`config.mk`:
```
export PLATFORM = sky130hd
export DESIGN_NAME = att_response_parser_top_flat
export DESIGN_NICKNAME = d
export VERILOG_FILES = /design/src/hdl/arp_pkg.sv /design/src/hdl/arp_if.sv /design/src/hdl/att_response_parser_top.sv /design/src/hdl/arp_front.sv /design/src/hdl/arp_queue.sv /design/src/hdl/arp_back.sv /design/src/flat_wrapper.sv
export SDC_FILE = /design/constraint.sdc
export NUM_CORES = 2
export LEC_CHECK = 0
export BUFFER_PORTS_ARGS = -buffer_cell sky130_fd_sc_hd__buf_2
export CORE_AREA = 2 2 373 375
export CTS_BUF_LIST = sky130_fd_sc_hd__clkbuf_2 sky130_fd_sc_hd__clkbuf_4 sky130_fd_sc_hd__clkbuf_8
export DETAILED_ROUTE_END_ITERATION = 10
export DIE_AREA = 0 0 375 377
export GPL_TIMING_DRIVEN = 0
export PLACE_DENSITY_LB_ADDON = 0.2
export SLEW_MARGIN = 40
export SYNTH_ARGS = -nofsm -noshare
export SYNTH_HDL_FRONTEND = slang
export SYNTH_HIERARCHICAL = 1
export SYNTH_SLANG_ARGS = --single-unit
```
`constraint.sdc`:
```
create_clock -name clk_i -period 8.7 [get_ports clk_i]
set_input_delay 1.305 -clock clk_i [delete_from_list [all_inputs] [get_ports clk_i]]
set_output_delay 1.305 -clock clk_i [all_outputs]
set_load 0.02 [all_outputs]
```
`src/hdl/arp_pkg.sv`:
```
// ----------------------------------------------------------------------------
// arp_pkg: shared types and constants of the ATT response parser
// Opcodes, result kinds, end status codes, queue sizing and record types.
// ----------------------------------------------------------------------------
package arp_pkg;

  localparam int unsigned MAX_PDU_BYTES  = 256;
  localparam int unsigned MAX_UUID_BYTES = 16;
  localparam int unsigned UUID_STORE     = 16;  // bytes of UUID storage (fixed by outputs)
  localparam int unsigned QUEUE_DEPTH    = 4;

  localparam int unsigned POS_W  = $clog2(MAX_PDU_BYTES + 1);
  localparam int unsigned QPTR_W = (QUEUE_DEPTH > 1) ? $clog2(QUEUE_DEPTH) : 1;
  localparam int unsigned QCNT_W = $clog2(QUEUE_DEPTH + 1);

  localparam logic [7:0] OP_ERROR   = 8'h01;
  localparam logic [7:0] OP_BY_TYPE = 8'h09;
  localparam logic [7:0] OP_READ    = 8'h0B;
  localparam logic [7:0] OP_GROUP   = 8'h11;

  localparam logic [7:0] CHR_HDR_LEN = 8'd5;  // decl handle, properties, value handle
  localparam logic [7:0] SVC_HDR_LEN = 8'd4;  // start handle, end handle

  typedef enum logic [2:0] {
    KIND_ERROR   = 3'd0,
    KIND_CHAR    = 3'd1,
    KIND_VALUE   = 3'd2,
    KIND_SERVICE = 3'd3,
    KIND_END     = 3'd4
  } kind_e;

  typedef enum logic [1:0] {
    ST_OK        = 2'd0,
    ST_ERROR_RSP = 2'd1,
    ST_UNHANDLED = 2'd2,
    ST_MALFORMED = 2'd3
  } status_e;

  // data record produced by one byte (error, characteristic, value or service)
  typedef struct packed {
    kind_e        kind;
    logic [7:0]   record_index;
    logic [15:0]  first_handle;
    logic [15:0]  second_handle;
    logic [7:0]   attr_byte;
    logic [7:0]   err_code;
    logic [4:0]   uuid_bytes;
    logic [63:0]  uuid_low;
    logic [63:0]  uuid_high;
  } rec_t;

  // everything one input byte causes: optional data record, optional end status
  typedef struct packed {
    logic         has_main;
    logic         has_end;
    rec_t         main;
    status_e      end_status;
    logic [7:0]   end_count;
  } bundle_t;

  typedef struct packed {
    logic full;
    logic empty;
  } q_status_t;

endpackage

```
`src/hdl/arp_if.sv`:
```
// ----------------------------------------------------------------------------
// arp_if: channel interfaces of the ATT response parser
// Byte input channel and result output channel, valid/ready handshake.
// ----------------------------------------------------------------------------
interface arp_byte_if;
  logic       valid;
  logic       ready;
  logic [7:0] data_byte;
  logic       last_byte;
  logic       clear_index;

  modport source (output valid, output data_byte, output last_byte, output clear_index,
                  input ready);
  modport sink   (input valid, input data_byte, input last_byte, input clear_index,
                  output ready);
endinterface

interface arp_rec_if;
  logic        valid;
  logic        ready;
  logic [2:0]  kind;
  logic [7:0]  record_index;
  logic [15:0] first_handle;
  logic [15:0] second_handle;
  logic [7:0]  attr_byte;
  logic [7:0]  err_code;
  logic [4:0]  uuid_bytes;
  logic [63:0] uuid_low;
  logic [63:0] uuid_high;
  logic [1:0]  status;
  logic [7:0]  entry_count;
  logic        last;

  modport source (output valid, output kind, output record_index, output first_handle,
                  output second_handle, output attr_byte, output err_code,
                  output uuid_bytes, output uuid_low, output uuid_high, output status,
                  output entry_count, output last, input ready);
  modport sink   (input valid, input kind, input record_index, input first_handle,
                  input second_handle, input attr_byte, input err_code,
                  input uuid_bytes, input uuid_low, input uuid_high, input status,
                  input entry_count, input last, output ready);
endinterface

```
`src/hdl/att_response_parser_top.sv`:
```
// ----------------------------------------------------------------------------
// att_response_parser_top: streaming Bluetooth LE ATT response parser
// Front classifier, bundle queue and result emitter.
// ----------------------------------------------------------------------------
// Usage:
//   byte_i carries one PDU byte per transaction (opcode first), with
//   last_byte on the final byte and clear_index sampled on the opcode byte.
//   rec_o carries result records: error, characteristic, value byte,
//   service and end status; last marks the final record of one input byte.
// Path: a taken byte is written into the queue, then loaded into the
//   emitter register, whose contents drive its first record onto rec_o.
// Throughput: one byte per cycle while each byte yields at most one record
//   and rec_o.ready stays high; a byte yielding a data record and an end
//   status holds the emitter for both records. The four-entry bundle queue
//   between front and emitter absorbs these bursts.
// Stall: when rec_o.ready is low the emitter holds its record, the queue
//   fills, and byte_i.ready drops only once the queue is full.
// Reset: rst_ni (async, active low) clears all parse state, the running
//   characteristic index and the queue; nothing is pending after reset.
// ----------------------------------------------------------------------------
module att_response_parser_top import arp_pkg::*; (
  input  logic        clk_i,
  input  logic        rst_ni,
  arp_byte_if.sink    byte_i,
  arp_rec_if.source   rec_o
);

  logic       push;
  bundle_t    push_data;
  logic       pop;
  bundle_t    pop_data;
  q_status_t  q_status;

  // byte classification and PDU state
  arp_front u_front (
    .clk_i       (clk_i),
    .rst_ni      (rst_ni),
    .byte_i      (byte_i),
    .q_status_i  (q_status),
    .push_o      (push),
    .push_data_o (push_data)
  );

  // decouples the byte stream from the result receiver
  arp_queue u_queue (
    .clk_i       (clk_i),
    .rst_ni      (rst_ni),
    .push_i      (push),
    .push_data_i (push_data),
    .pop_i       (pop),
    .pop_data_o  (pop_data),
    .status_o    (q_status)
  );

  // unpacks bundles into result transactions
  arp_back u_back (
    .clk_i      (clk_i),
    .rst_ni     (rst_ni),
    .pop_data_i (pop_data),
    .q_status_i (q_status),
    .pop_o      (pop),
    .rec_o      (rec_o)
  );

endmodule

```
`src/hdl/arp_front.sv`:
```
// ----------------------------------------------------------------------------
// arp_front: byte classifier and PDU state of the ATT response parser
// Updates parse state for every accepted byte and pushes the resulting bundle when it holds a record or an end status.
// ----------------------------------------------------------------------------
module arp_front import arp_pkg::*; (
  input  logic          clk_i,
  input  logic          rst_ni,
  arp_byte_if.sink      byte_i,
  input  q_status_t     q_status_i,
  output logic          push_o,
  output bundle_t       push_data_o
);

  logic [POS_W-1:0]          pos_q, pos_d, pos_inc;
  logic [7:0]                opcode_q, opcode_d;
  logic [7:0]                len_q, len_d;
  logic [4:0]                ebc_q, ebc_d;
  logic [15:0]               h0_q, h0_d, h1_q, h1_d;
  logic [7:0]                prop_q, prop_d;
  logic [UUID_STORE-1:0][7:0] uuid_q, uuid_d;
  logic [7:0]                err0_q, err0_d, err1_q, err1_d;
  logic [7:0]                cidx_q, cidx_d;
  logic [7:0]                cnt_q, cnt_d;
  logic                      mal_q, mal_d;

  logic                      acc;
  logic                      chr;
  logic [7:0]                b;
  logic [3:0]                uk;
  logic [7:0]                ulen;
  logic [8:0]                lo_len;
  logic [7:0]                cnt_bump;
  bundle_t                   bun;

  assign byte_i.ready = !q_status_i.full;
  assign acc          = byte_i.valid && byte_i.ready;
  assign b            = byte_i.data_byte;
  assign chr          = (opcode_q == OP_BY_TYPE);
  assign cnt_bump     = (cnt_q != 8'hFF) ? cnt_q + 8'd1 : cnt_q;
  assign lo_len       = chr ? {1'b0, CHR_HDR_LEN} : {1'b0, SVC_HDR_LEN};
  assign ulen         = len_q - (chr ? CHR_HDR_LEN : SVC_HDR_LEN);
  assign pos_inc      = (pos_q < POS_W'(MAX_PDU_BYTES)) ? pos_q + POS_W'(1) : pos_q;

  always_comb begin
    pos_d    = pos_q;
    opcode_d = opcode_q;
    len_d    = len_q;
    ebc_d    = ebc_q;
    h0_d     = h0_q;
    h1_d     = h1_q;
    prop_d   = prop_q;
    uuid_d   = uuid_q;
    err0_d   = err0_q;
    err1_d   = err1_q;
    cidx_d   = cidx_q;
    cnt_d    = cnt_q;
    mal_d    = mal_q;
    uk       = '0;
    bun      = '0;

    if (acc) begin
      if (pos_q == '0) begin
        opcode_d = b;
        len_d    = '0;
        ebc_d    = '0;
        h0_d     = '0;
        h1_d     = '0;
        prop_d   = '0;
        uuid_d   = '0;
        err0_d   = '0;
        err1_d   = '0;
        cnt_d    = '0;
        mal_d    = 1'b0;
        if (byte_i.clear_index) begin
          cidx_d = '0;
        end
      end else if (pos_q >= POS_W'(MAX_PDU_BYTES)) begin
        mal_d = 1'b1;
      end else if (opcode_q == OP_ERROR) begin
        if (pos_q == POS_W'(1)) begin
          err0_d = b;
        end else if (pos_q == POS_W'(2)) begin
          h0_d = {8'h00, b};
        end else if (pos_q == POS_W'(3)) begin
          h0_d = {b, h0_q[7:0]};
        end else if (pos_q == POS_W'(4)) begin
          err1_d                = b;
          bun.has_main          = 1'b1;
          bun.main.kind         = KIND_ERROR;
          bun.main.first_handle = h0_q;
          bun.main.attr_byte    = err0_q;
          bun.main.err_code     = b;
          cnt_d                 = cnt_bump;
        end
      end else if (opcode_q == OP_BY_TYPE || opcode_q == OP_GROUP) begin
        if (!mal_q) begin
          if (pos_q == POS_W'(1)) begin
            len_d = b;
            ebc_d = '0;
            if ({1'b0, b} < lo_len || {1'b0, b} > lo_len + 9'(MAX_UUID_BYTES)) begin
              mal_d = 1'b1;
            end
          end else begin
            // entry body: handles (and, for characteristics, properties) first, then UUID bytes
            if (ebc_q == 5'd0) begin
              uuid_d = '0;
              h0_d   = {8'h00, b};
            end else if (ebc_q == 5'd1) begin
              h0_d = {b, h0_q[7:0]};
            end else if (chr) begin
              if (ebc_q == 5'd2) begin
                prop_d = b;
              end else if (ebc_q == 5'd3) begin
                h1_d = {8'h00, b};
              end else if (ebc_q == 5'd4) begin
                h1_d = {b, h1_q[7:0]};
              end else begin
                uk         = 4'(ebc_q - 5'd5);
                uuid_d[uk] = uuid_q[uk] | b;
              end
            end else begin
              if (ebc_q == 5'd2) begin
                h1_d = {8'h00, b};
              end else if (ebc_q == 5'd3) begin
                h1_d = {b, h1_q[7:0]};
              end else begin
                // service UUID arrives little-endian, stored reversed
                uk         = 4'(len_q - 8'd1 - {3'b000, ebc_q});
                uuid_d[uk] = uuid_q[uk] | b;
              end
            end

            if ({3'b000, ebc_q} + 8'd1 >= len_q) begin
              bun.has_main           = 1'b1;
              bun.main.kind          = chr ? KIND_CHAR : KIND_SERVICE;
              bun.main.record_index  = chr ? cidx_q : cnt_q;
              bun.main.first_handle  = h0_d;
              bun.main.second_handle = h1_d;
              bun.main.attr_byte     = chr ? prop_d : 8'h00;
              bun.main.uuid_bytes    = ulen[4:0];
              bun.main.uuid_low      = uuid_d[7:0];
              bun.main.uuid_high     = uuid_d[15:8];
              if (chr) begin
                cidx_d = cidx_q + 8'd1;
              end
              cnt_d = cnt_bump;
              ebc_d = '0;
            end else begin
              ebc_d = ebc_q + 5'd1;
            end
          end
        end
      end else if (opcode_q == OP_READ) begin
        bun.has_main          = 1'b1;
        bun.main.kind         = KIND_VALUE;
        bun.main.record_index = cnt_q;
        bun.main.attr_byte    = b;
        cnt_d                 = cnt_bump;
      end

      pos_d = pos_inc;

      if (byte_i.last_byte) begin
        bun.has_end   = 1'b1;
        bun.end_count = cnt_d;
        if (mal_d) begin
          bun.end_status = ST_MALFORMED;
        end else if (opcode_d == OP_ERROR) begin
          bun.end_status = (cnt_d != 8'h00) ? ST_ERROR_RSP : ST_MALFORMED;
        end else if (opcode_d == OP_BY_TYPE || opcode_d == OP_GROUP) begin
          bun.end_status = (pos_inc < POS_W'(2)) ? ST_MALFORMED : ST_OK;
        end else if (opcode_d == OP_READ) begin
          bun.end_status = ST_OK;
        end else begin
          bun.end_status = ST_UNHANDLED;
        end
        pos_d = '0;
      end
    end
  end

  assign push_o      = acc && (bun.has_main || bun.has_end);
  assign push_data_o = bun;

  always_ff @(posedge clk_i or negedge rst_ni) begin
    if (!rst_ni) begin
      pos_q    <= '0;
      opcode_q <= '0;
      len_q    <= '0;
      ebc_q    <= '0;
      h0_q     <= '0;
      h1_q     <= '0;
      prop_q   <= '0;
      uuid_q   <= '0;
      err0_q   <= '0;
      err1_q   <= '0;
      cidx_q   <= '0;
      cnt_q    <= '0;
      mal_q    <= 1'b0;
    end else begin
      pos_q    <= pos_d;
      opcode_q <= opcode_d;
      len_q    <= len_d;
      ebc_q    <= ebc_d;
      h0_q     <= h0_d;
      h1_q     <= h1_d;
      prop_q   <= prop_d;
      uuid_q   <= uuid_d;
      err0_q   <= err0_d;
      err1_q   <= err1_d;
      cidx_q   <= cidx_d;
      cnt_q    <= cnt_d;
      mal_q    <= mal_d;
    end
  end

endmodule

```
`src/hdl/arp_queue.sv`:
```
// ----------------------------------------------------------------------------
// arp_queue: bundle queue between front and back of the ATT response parser
// Small register-based FIFO; pop data comes straight from the head entry.
// ----------------------------------------------------------------------------
module arp_queue import arp_pkg::*; (
  input  logic       clk_i,
  input  logic       rst_ni,
  input  logic       push_i,
  input  bundle_t    push_data_i,
  input  logic       pop_i,
  output bundle_t    pop_data_o,
  output q_status_t  status_o
);

  bundle_t             mem_q [QUEUE_DEPTH];
  logic [QPTR_W-1:0]   wr_ptr_q, rd_ptr_q;
  logic [QCNT_W-1:0]   count_q;

  assign status_o.full  = (count_q == QCNT_W'(QUEUE_DEPTH));
  assign status_o.empty = (count_q == '0);
  assign pop_data_o     = mem_q[rd_ptr_q];

  always_ff @(posedge clk_i) begin
    if (push_i) begin
      mem_q[wr_ptr_q] <= push_data_i;
    end
  end

  always_ff @(posedge clk_i or negedge rst_ni) begin
    if (!rst_ni) begin
      wr_ptr_q <= '0;
      rd_ptr_q <= '0;
      count_q  <= '0;
    end else begin
      if (push_i) begin
        wr_ptr_q <= (wr_ptr_q == QPTR_W'(QUEUE_DEPTH - 1)) ? '0 : wr_ptr_q + QPTR_W'(1);
      end
      if (pop_i) begin
        rd_ptr_q <= (rd_ptr_q == QPTR_W'(QUEUE_DEPTH - 1)) ? '0 : rd_ptr_q + QPTR_W'(1);
      end
      if (push_i && !pop_i) begin
        count_q <= count_q + QCNT_W'(1);
      end else if (pop_i && !push_i) begin
        count_q <= count_q - QCNT_W'(1);
      end
    end
  end

`ifndef ASSERT_OFF
  a_no_push_full: assert property (@(posedge clk_i) disable iff (!rst_ni)
    push_i |-> !status_o.full)
    else $error("push into full queue");

  a_no_pop_empty: assert property (@(posedge clk_i) disable iff (!rst_ni)
    pop_i |-> !status_o.empty)
    else $error("pop from empty queue");

  a_count_tracks: assert property (@(posedge clk_i) disable iff (!rst_ni)
    (push_i && !pop_i) |=> (count_q == $past(count_q) + QCNT_W'(1)))
    else $error("queue count lost a push");
`endif

endmodule

```
`src/hdl/arp_back.sv`:
```
// ----------------------------------------------------------------------------
// arp_back: result emitter of the ATT response parser
// Holds one bundle and hands out its data record, then its end status.
// ----------------------------------------------------------------------------
module arp_back import arp_pkg::*; (
  input  logic        clk_i,
  input  logic        rst_ni,
  input  bundle_t     pop_data_i,
  input  q_status_t   q_status_i,
  output logic        pop_o,
  arp_rec_if.source   rec_o
);

  bundle_t bun_q, bun_d;
  logic    vld_q, vld_d;
  logic    fire;
  logic    load;

  assign fire  = vld_q && rec_o.ready;
  // free to take the next bundle once the current one is fully delivered
  assign load  = !vld_q || (fire && !(bun_q.has_main && bun_q.has_end));
  assign pop_o = load && !q_status_i.empty;

  always_comb begin
    bun_d = bun_q;
    vld_d = vld_q;
    if (fire && bun_q.has_main && bun_q.has_end) begin
      bun_d.has_main = 1'b0;
    end else if (load) begin
      vld_d = !q_status_i.empty;
      bun_d = pop_data_i;
    end
  end

  always_comb begin
    rec_o.valid         = vld_q;
    rec_o.kind          = KIND_END;
    rec_o.record_index  = '0;
    rec_o.first_handle  = '0;
    rec_o.second_handle = '0;
    rec_o.attr_byte     = '0;
    rec_o.err_code      = '0;
    rec_o.uuid_bytes    = '0;
    rec_o.uuid_low      = '0;
    rec_o.uuid_high     = '0;
    rec_o.status        = '0;
    rec_o.entry_count   = '0;
    rec_o.last          = 1'b1;
    if (bun_q.has_main) begin
      rec_o.kind          = bun_q.main.kind;
      rec_o.record_index  = bun_q.main.record_index;
      rec_o.first_handle  = bun_q.main.first_handle;
      rec_o.second_handle = bun_q.main.second_handle;
      rec_o.attr_byte     = bun_q.main.attr_byte;
      rec_o.err_code      = bun_q.main.err_code;
      rec_o.uuid_bytes    = bun_q.main.uuid_bytes;
      rec_o.uuid_low      = bun_q.main.uuid_low;
      rec_o.uuid_high     = bun_q.main.uuid_high;
      rec_o.last          = !bun_q.has_end;
    end else begin
      rec_o.status      = bun_q.end_status;
      rec_o.entry_count = bun_q.end_count;
    end
  end

  always_ff @(posedge clk_i) begin
    bun_q <= bun_d;
  end

  always_ff @(posedge clk_i or negedge rst_ni) begin
    if (!rst_ni) begin
      vld_q <= 1'b0;
    end else begin
      vld_q <= vld_d;
    end
  end

`ifndef ASSERT_OFF
  a_bundle_nonempty: assert property (@(posedge clk_i) disable iff (!rst_ni)
    vld_q |-> (bun_q.has_main || bun_q.has_end))
    else $error("empty bundle held for output");

  a_hold_on_stall: assert property (@(posedge clk_i) disable iff (!rst_ni)
    (vld_q && !rec_o.ready) |=> (vld_q && $stable(bun_q)))
    else $error("record changed while stalled");

  a_end_is_last: assert property (@(posedge clk_i) disable iff (!rst_ni)
    (vld_q && !bun_q.has_main) |-> rec_o.last)
    else $error("end status not marked last");
`endif

endmodule
```
`src/flat_wrapper.sv`:
```
// flat-port wrapper written by rule: the top's interface ports become plain ports
module att_response_parser_top_flat import arp_pkg::*;
  (clk_i, rst_ni, byte_i_valid, byte_i_data_byte, byte_i_last_byte, byte_i_clear_index, byte_i_ready, rec_o_valid, rec_o_kind, rec_o_record_index, rec_o_first_handle, rec_o_second_handle, rec_o_attr_byte, rec_o_err_code, rec_o_uuid_bytes, rec_o_uuid_low, rec_o_uuid_high, rec_o_status, rec_o_entry_count, rec_o_last, rec_o_ready);
  arp_byte_if byte_i_i ();
  arp_rec_if rec_o_i ();
  input  logic clk_i;
  input  logic rst_ni;
  input wire logic [$bits(byte_i_i.valid)-1:0] byte_i_valid;
  input wire logic [$bits(byte_i_i.data_byte)-1:0] byte_i_data_byte;
  input wire logic [$bits(byte_i_i.last_byte)-1:0] byte_i_last_byte;
  input wire logic [$bits(byte_i_i.clear_index)-1:0] byte_i_clear_index;
  output wire logic [$bits(byte_i_i.ready)-1:0] byte_i_ready;
  output wire logic [$bits(rec_o_i.valid)-1:0] rec_o_valid;
  output wire logic [$bits(rec_o_i.kind)-1:0] rec_o_kind;
  output wire logic [$bits(rec_o_i.record_index)-1:0] rec_o_record_index;
  output wire logic [$bits(rec_o_i.first_handle)-1:0] rec_o_first_handle;
  output wire logic [$bits(rec_o_i.second_handle)-1:0] rec_o_second_handle;
  output wire logic [$bits(rec_o_i.attr_byte)-1:0] rec_o_attr_byte;
  output wire logic [$bits(rec_o_i.err_code)-1:0] rec_o_err_code;
  output wire logic [$bits(rec_o_i.uuid_bytes)-1:0] rec_o_uuid_bytes;
  output wire logic [$bits(rec_o_i.uuid_low)-1:0] rec_o_uuid_low;
  output wire logic [$bits(rec_o_i.uuid_high)-1:0] rec_o_uuid_high;
  output wire logic [$bits(rec_o_i.status)-1:0] rec_o_status;
  output wire logic [$bits(rec_o_i.entry_count)-1:0] rec_o_entry_count;
  output wire logic [$bits(rec_o_i.last)-1:0] rec_o_last;
  input wire logic [$bits(rec_o_i.ready)-1:0] rec_o_ready;
  assign byte_i_i.valid = byte_i_valid;
  assign byte_i_i.data_byte = byte_i_data_byte;
  assign byte_i_i.last_byte = byte_i_last_byte;
  assign byte_i_i.clear_index = byte_i_clear_index;
  assign byte_i_ready = byte_i_i.ready;
  assign rec_o_valid = rec_o_i.valid;
  assign rec_o_kind = rec_o_i.kind;
  assign rec_o_record_index = rec_o_i.record_index;
  assign rec_o_first_handle = rec_o_i.first_handle;
  assign rec_o_second_handle = rec_o_i.second_handle;
  assign rec_o_attr_byte = rec_o_i.attr_byte;
  assign rec_o_err_code = rec_o_i.err_code;
  assign rec_o_uuid_bytes = rec_o_i.uuid_bytes;
  assign rec_o_uuid_low = rec_o_i.uuid_low;
  assign rec_o_uuid_high = rec_o_i.uuid_high;
  assign rec_o_status = rec_o_i.status;
  assign rec_o_entry_count = rec_o_i.entry_count;
  assign rec_o_last = rec_o_i.last;
  assign rec_o_i.ready = rec_o_ready;
  att_response_parser_top u_core (.clk_i(clk_i), .rst_ni(rst_ni), .byte_i(byte_i_i), .rec_o(rec_o_i));
endmodule
```
---- Word level (Yosys, flattened, before mapping) ----
Memory sizes are Yosys's and may differ from the RTL's.
Cells that the tools add are included.
word-level totals
  bits in registers ....................... 435
  bits in latches ......................... 0
  RAM bits ................................ 816
  ROM bits ................................ 0
  bits of input ports ..................... 14
  output and inout bits ................... 205
  logic and storage cells ................. 327
  memories ................................ 1
cells by class
  add/subtract/negate cells ............... 14
  multipliers ............................. 0
  divide/modulo/power cells ............... 0
  $lt $le $gt $ge ......................... 10
  eq/ne operators ......................... 28
  shifts and indexed selects .............. 0
  mux-type cells .......................... 183
  bitwise gates (word level) .............. 3
  reduce and logical (&&, ||, !) cells .... 43
memories
  memory                words  bits a word  read ports  clocked after Yosys merged registers in  write ports  line             source
  u_core.u_queue.mem_q  4      204          1           0                                        1            arp_queue.sv:15  bundle_t mem_q [QUEUE_DEPTH];
operators by type and width
  kind                   count
  $mux W128              14
  $mux W133              5
  $mux W16               37
  $mux W8                59
  $mux W192              2
  $bwmux W128            2
  $mux W204              1
  $mux W50               3
  $mux W64               2
  $bmux W8 S4            2
  $demux W8 S4           2
  $mux W5                8
  $eq A8 B4 Y1 const B   4
  $mux W32               1
  $mux W1                26
  $reduce_and A6 Y1      4
  $mux W10               2
  $mux W2                10
  $eq A9 B2 Y1 const B   2
  $mux W9                2
  $add A8 B1 Y8 const B  2
  $eq A8 B1 Y1 const B   2
  $eq A8 B5 Y1 const B   2
  $or A8 B8 Y8           2
  48 further kinds       85

---- Depth between registers and ports, before layout ----
  depth after elaboration ................. 26
  gate-level depth with buffers ........... 19
  depth with buffers taken out ............ 17

---- By module ----
Netlist, hierarchy kept.
modules (own cells, without submodules)
  module     times used  cells an instance  area each (µm²)  sequential area each (µm²)
  arp_queue  1           1103               29838.6          24678.7
  arp_front  1           2176               17302.8          5580.4
  arp_back   1           438                7588.5           6140.9

---- Least setup slack after synthesis ----
OpenSTA, ideal clock, no wires.
  path type ............................... reg2reg
  from .................................... register u_core.u_front.ebc_q[0]
  to ...................................... memory u_core/u_queue/mem_q[2][0] in the netlist's numbering, enable pin
  library setup time ...................... 0.589 ns
  arrival time ............................ 7.746 ns
  data required time ...................... 8.111 ns
  setup slack ............................. 0.365 ns
  stages on the path, launching flop included .. 15
  path buffers ............................ 3
  clock period less this slack ............ 8.335 ns
  cell sequence ........................... dfrtp_1 -> buf_4 -> buf_2 -> buf_4 -> nand3_1 -> xnor2_1 -> ha_1 -> o21ai_1 -> a2111oi_2 -> a21o_1 -> nand3_1 -> nand2_1 -> a21oi_1 -> o21ai_0 -> and2_1
between the ends
  longest elaborated chain between the ends .. 14
ends and longest elaborated chain
  item                           line                           source
  from (decl)                    arp_front.sv:17                logic [4:0] ebc_q, ebc_d;
  from (signal assigned)         arp_front.sv:190               ebc_q <= '0;
  from (signal assigned)         arp_front.sv:204               ebc_q <= ebc_d;
  $add A5 B1 Y6                  arp_front.sv:133               if ({3'b000, ebc_q} + 8'd1 >= len_q) begin
  $ge A6 B8 Y1                   arp_front.sv:133
  $mux W1                        arp_front.sv:133
  $mux W1                        arp_front.sv:97                if (pos_q == POS_W'(1)) begin
  $mux W1                        arp_front.sv:96                if (!mal_q) begin
  $mux W1                        arp_front.sv:95                end else if (opcode_q == OP_BY_TYPE || opcode_q == OP_GROUP) begin
  $mux W1                        arp_front.sv:79                end else if (opcode_q == OP_ERROR) begin
  $mux W1                        arp_front.sv:77                end else if (pos_q >= POS_W'(MAX_PDU_BYTES)) begin
  $mux W1                        arp_front.sv:62                if (pos_q == '0) begin
  $mux W204                      arp_front.sv:61                if (acc) begin
  $logic_or A1 B1 Y1             arp_front.sv:182               assign push_o = acc && (bun.has_main || bun.has_end);
  $logic_and A1 B1 Y1            arp_front.sv:182
  via u_core.push                att_response_parser_top.sv:28  logic push;
  $mux W1                        arp_queue.sv:24                if (push_i) begin
  $mux W1 (not written as such)  arp_queue.sv:25                mem_q[wr_ptr_q] <= push_data_i;
  to (decl)                      arp_queue.sv:15
The timed path passes the listed nets, and every way through them passes these cells.

==> flow_summary.yaml <==
power:
  pwr-share-comb_pct: 33.6
  p_leak_uw: 0.0224
  p_sw_uw: 7060
  power_uw: 19800
  p_int_uw: 12800
  power_frac_clock_pct: 26.5
  p_per_area_mw_per_mm2: 314
  p_seq_share_pct: 39.9
  swShare_pct: 35.6
  max-vdd-ir-drop_mv: 0.175
clocking:
  cts_buffers: 199
  clk_pin_slew_ns: 0.06
  ctsHoldBuffers: 0
  cts_max_level: 4
  clk-insertion-delay-late_ns: 0.97
  cts.sinks: 1251
  cts.repair.resized: 0
  cts-root-buf: "clkbuf_8"
  tritoncts: "built"
  cts.path.max_buffers: 3
  post_cts.repair.setup_buffers: 0
route:
  via_per_inst: 5.79
  wirelength_um: 170000
  wl_per_cell_um: 27.7
  vias: 35500
  antenna_left: 0
  drt_iter0_markers: 3874
  firstDrtPassIters: 6
  route.detailed.drc: 0
synth:
  synth_edf_count: 1019
  synth_area_leaders: "edfxtp_1 56%, mux4_2 11%, dfrtp_1 11%"
  synth_cell_type_count: 94
  syn_nets: 3762
  synth-simple-area-share_pct: 9.26
  synth-seq-cells: 1251
  muxShareOfSynthArea_pct: 11.8
  ys_seq_area_share_pct: 66.5
  yosys.cell_count.top_type: "edfxtp_1"
  avgSynthCellArea_um2: 14.7
  synth_compound_area_share_pct: 8.66
  synthAdderAreaFrac_pct: 0.736
  synth_area_mm2: 0.0547
  ys.flop_type: "edfxtp_1"
  synth-async-reset-ratio_pct: 18.5
  netlist_instances: 3717
  yosys.area.top_type: "edfxtp_1"
  synth_top_family_by_area: "multiplexers"
  yosysWarnings: 6
  synthTopCellsByCount: "1019 x edfxtp_1, 349 x nand2_1, 272 x mux4_2"
  synth_top_area_share_pct: 55.9
  synth-xor-area-share_pct: 0.336
timing:
  fmax_mhz: 157
  rsz0062_at_grt: "false"
  setup-violations-final: 0
  period_minus_slack_ns: 6.36
  hold_viol: 0
  worst_slew_pin_slew_ns: 0.992
  skew_ns: 0.0693
  drv_slew: 0
  post-route-period-util_pct: 73.1
  slew_headroom_pct: 33.8
critical_path:
  path_class: "reg -> reg"
  crit_path_end_kind: "flop"
  cp.arrival_ns: 7.00
  start_kind: "flop"
  crit_required_ns: 9.34
  worstPathMaxFanout: 10
flow_run:
  maxCapViolations: 0
global_route:
  grt_pass1_vias: 34900
  globalRoute.totalOverflow: 0
  grt_pass1_wl_um: 246000
  grt_max_degree: 65
  grt_use_total_pct: 24.0
  grt_antenna_before_repair: 10
placement:
  port-buffer-count: 213
  gp_congestion: 1.01
  post-dp-hpwl_um: 120000
  place_inst: 5760
floorplan:
  core.rowCount: 136
  num_io_pins: 219
  start_util_pct: 40.0
  dieArea_mm2: 0.141
  die-height_um: 377
  fp.dieW_um: 375
  core_area_mm2: 0.137
layout:
  nets: 4214
  fin_cells: 6140
  area_growth_pct: 15.5
  layout-drive-gt1-share_pct: 24.3
  utilization_pct: 46.1
status:
  status: "complete, no violations"
min_path:
  holdCritPathClass: "in -> async"
## power groups by stage
stage | combinational, uW | clock (uW) | sequential [uW]
6_report | 6670 | 5250 | 7910
3_3_place_gp | 6480 | 0 | 8280
3_5_place_dp | 6660 | 0 | 8050
2_1_floorplan | 4220 | 0 | 8040
4_1_cts | 6690 | 5410 | 7930
5_1_grt | 7090 | 5660 | 8000
## routing by layer
layer | global-route usage [%] | vias up | wire length [um]
met2 | 35.3 | 1607 | 75200
met4 | 9.63 | 4 | 6730
met1 | 34.0 | 18300 | 73700
li1 | - | 15300 | -
met5 | 0 | - | 23
met3 | 6.04 | 347 | 14500
## worst paths after layout
check	from	end	slack [ns]	depth (start not counted)
setup / recovery	u_core/u_front/ebc_q[0]$_DFFE_PN0P_	u_core/u_queue/mem_q[2][108]$_DFFE_PP_	2.34	17
hold / removal	rst_ni	u_core/u_front/err0_q[1]$_DFFE_PN0P_	0.27	1
setup reg to reg	u_core/u_front/ebc_q[0]$_DFFE_PN0P_	u_core/u_queue/mem_q[2][108]$_DFFE_PP_	2.34	17
hold reg to reg	u_core/u_front/prop_q[0]$_DFFE_PN0P_	u_core/u_front/prop_q[0]$_DFFE_PN0P_	0.48	2
max in group asynchronous	rst_ni	u_core/u_front/uuid_q[85]$_DFFE_PN0P_	7.65	2
min in group clk_i	u_core/u_front/prop_q[0]$_DFFE_PN0P_	u_core/u_front/prop_q[0]$_DFFE_PN0P_	0.48	2
## worst max-delay path, stage by stage, from the launching register on
cell,delay (ns)
dfrtp_1,0.44
buf_4,0.29
buf_2,0.45
buf_4,0.37
nand3_1,0.17
xnor2_1,0.19
ha_1,0.30
o21ai_1,0.08
a2111oi_2,0.46
a21o_1,0.32
nand3_1,0.27
or3_1,0.40
clkbuf_1,0.25
inv_2,0.32
nand2_2,0.37
buf_2,0.42
buf_2,0.31
nor2_1,0.59
## cell families (layout without fill, tap and decap cells)
group | after synthesis | in the layout
mux | 304 | 304
compound gates | 752 | 752
xor+xnor | 21 | 21
simple gates | 1047 | 1047
buf+inv | 310 | 933
fa+ha+maj | 31 | 31
flops | 1251 | 1251
other cells | 1 | 7
## layout make-up
type / instances / area, um2
tap: 1794 / 2240
clock inverter: 93 / 782
timing repair buffer: 251 / 1840
fill: 12300 / 73800
multi-input combinational: 2156 / 17000
inverter: 56 / 210
buffer: 254 / 1260
clock buffer: 279 / 3410
sequential: 1251 / 36400
antenna: 6 / 15.0
## state kept, by name, indices dropped and copies added, names as in the netlist
name / count
u_core/u_front/ebc_q: 5
u_core/u_front/h0_q: 16
u_core/u_back/rec_o.valid: 1
u_core/u_queue/wr_ptr_q: 2
u_core/u_front/len_q: 8
u_core/u_queue/mem_q: 816
u_core/u_front/pos_q: 9
u_core/u_front/h1_q: 16
u_core/u_front/err0_q: 8
u_core/u_back/bun_q: 204
u_core/u_queue/count_q: 3
u_core/u_front/prop_q: 8
u_core/u_front/mal_q: 1
u_core/u_front/cidx_q: 8
u_core/u_front/cnt_q: 8
u_core/u_front/opcode_q: 8
u_core/u_front/uuid_q: 128
u_core/u_queue/rd_ptr_q: 2
## placed cells by master, fill, tap and decap left out, drive strengths merged, types with 20 or more instances in the layout
master  instances
a21oi         119
nand4          21
and3           21
ha             29
edfxtp       1019
nand3          57
a31oi          23
nor2b          20
a22oi          94
and2          218
o21ai         247
nor3           35
nor2          258
mux2i          21
buf           364
mux4          272
dfrtp         231
clkbuf        420
clkinv         71
a211oi         59
inv            68
nand2         351
o22ai          97
## metrics by stage
stage	hold slack [ns]	worst slack [ns]	TNS [ns]	cell area, um2
6_report	0.272	2.34	0	63200
5_1_grt	0.229	2.17	0	63200
4_1_cts	0.161	2.54	0	63100
3_5_place_dp	0.462	2.58	0	58900
3_3_place_gp	0.460	-4.91	-3914.22	58000
2_1_floorplan	0.439	0.365	0	54700
(Power assumes the default switching activity.)
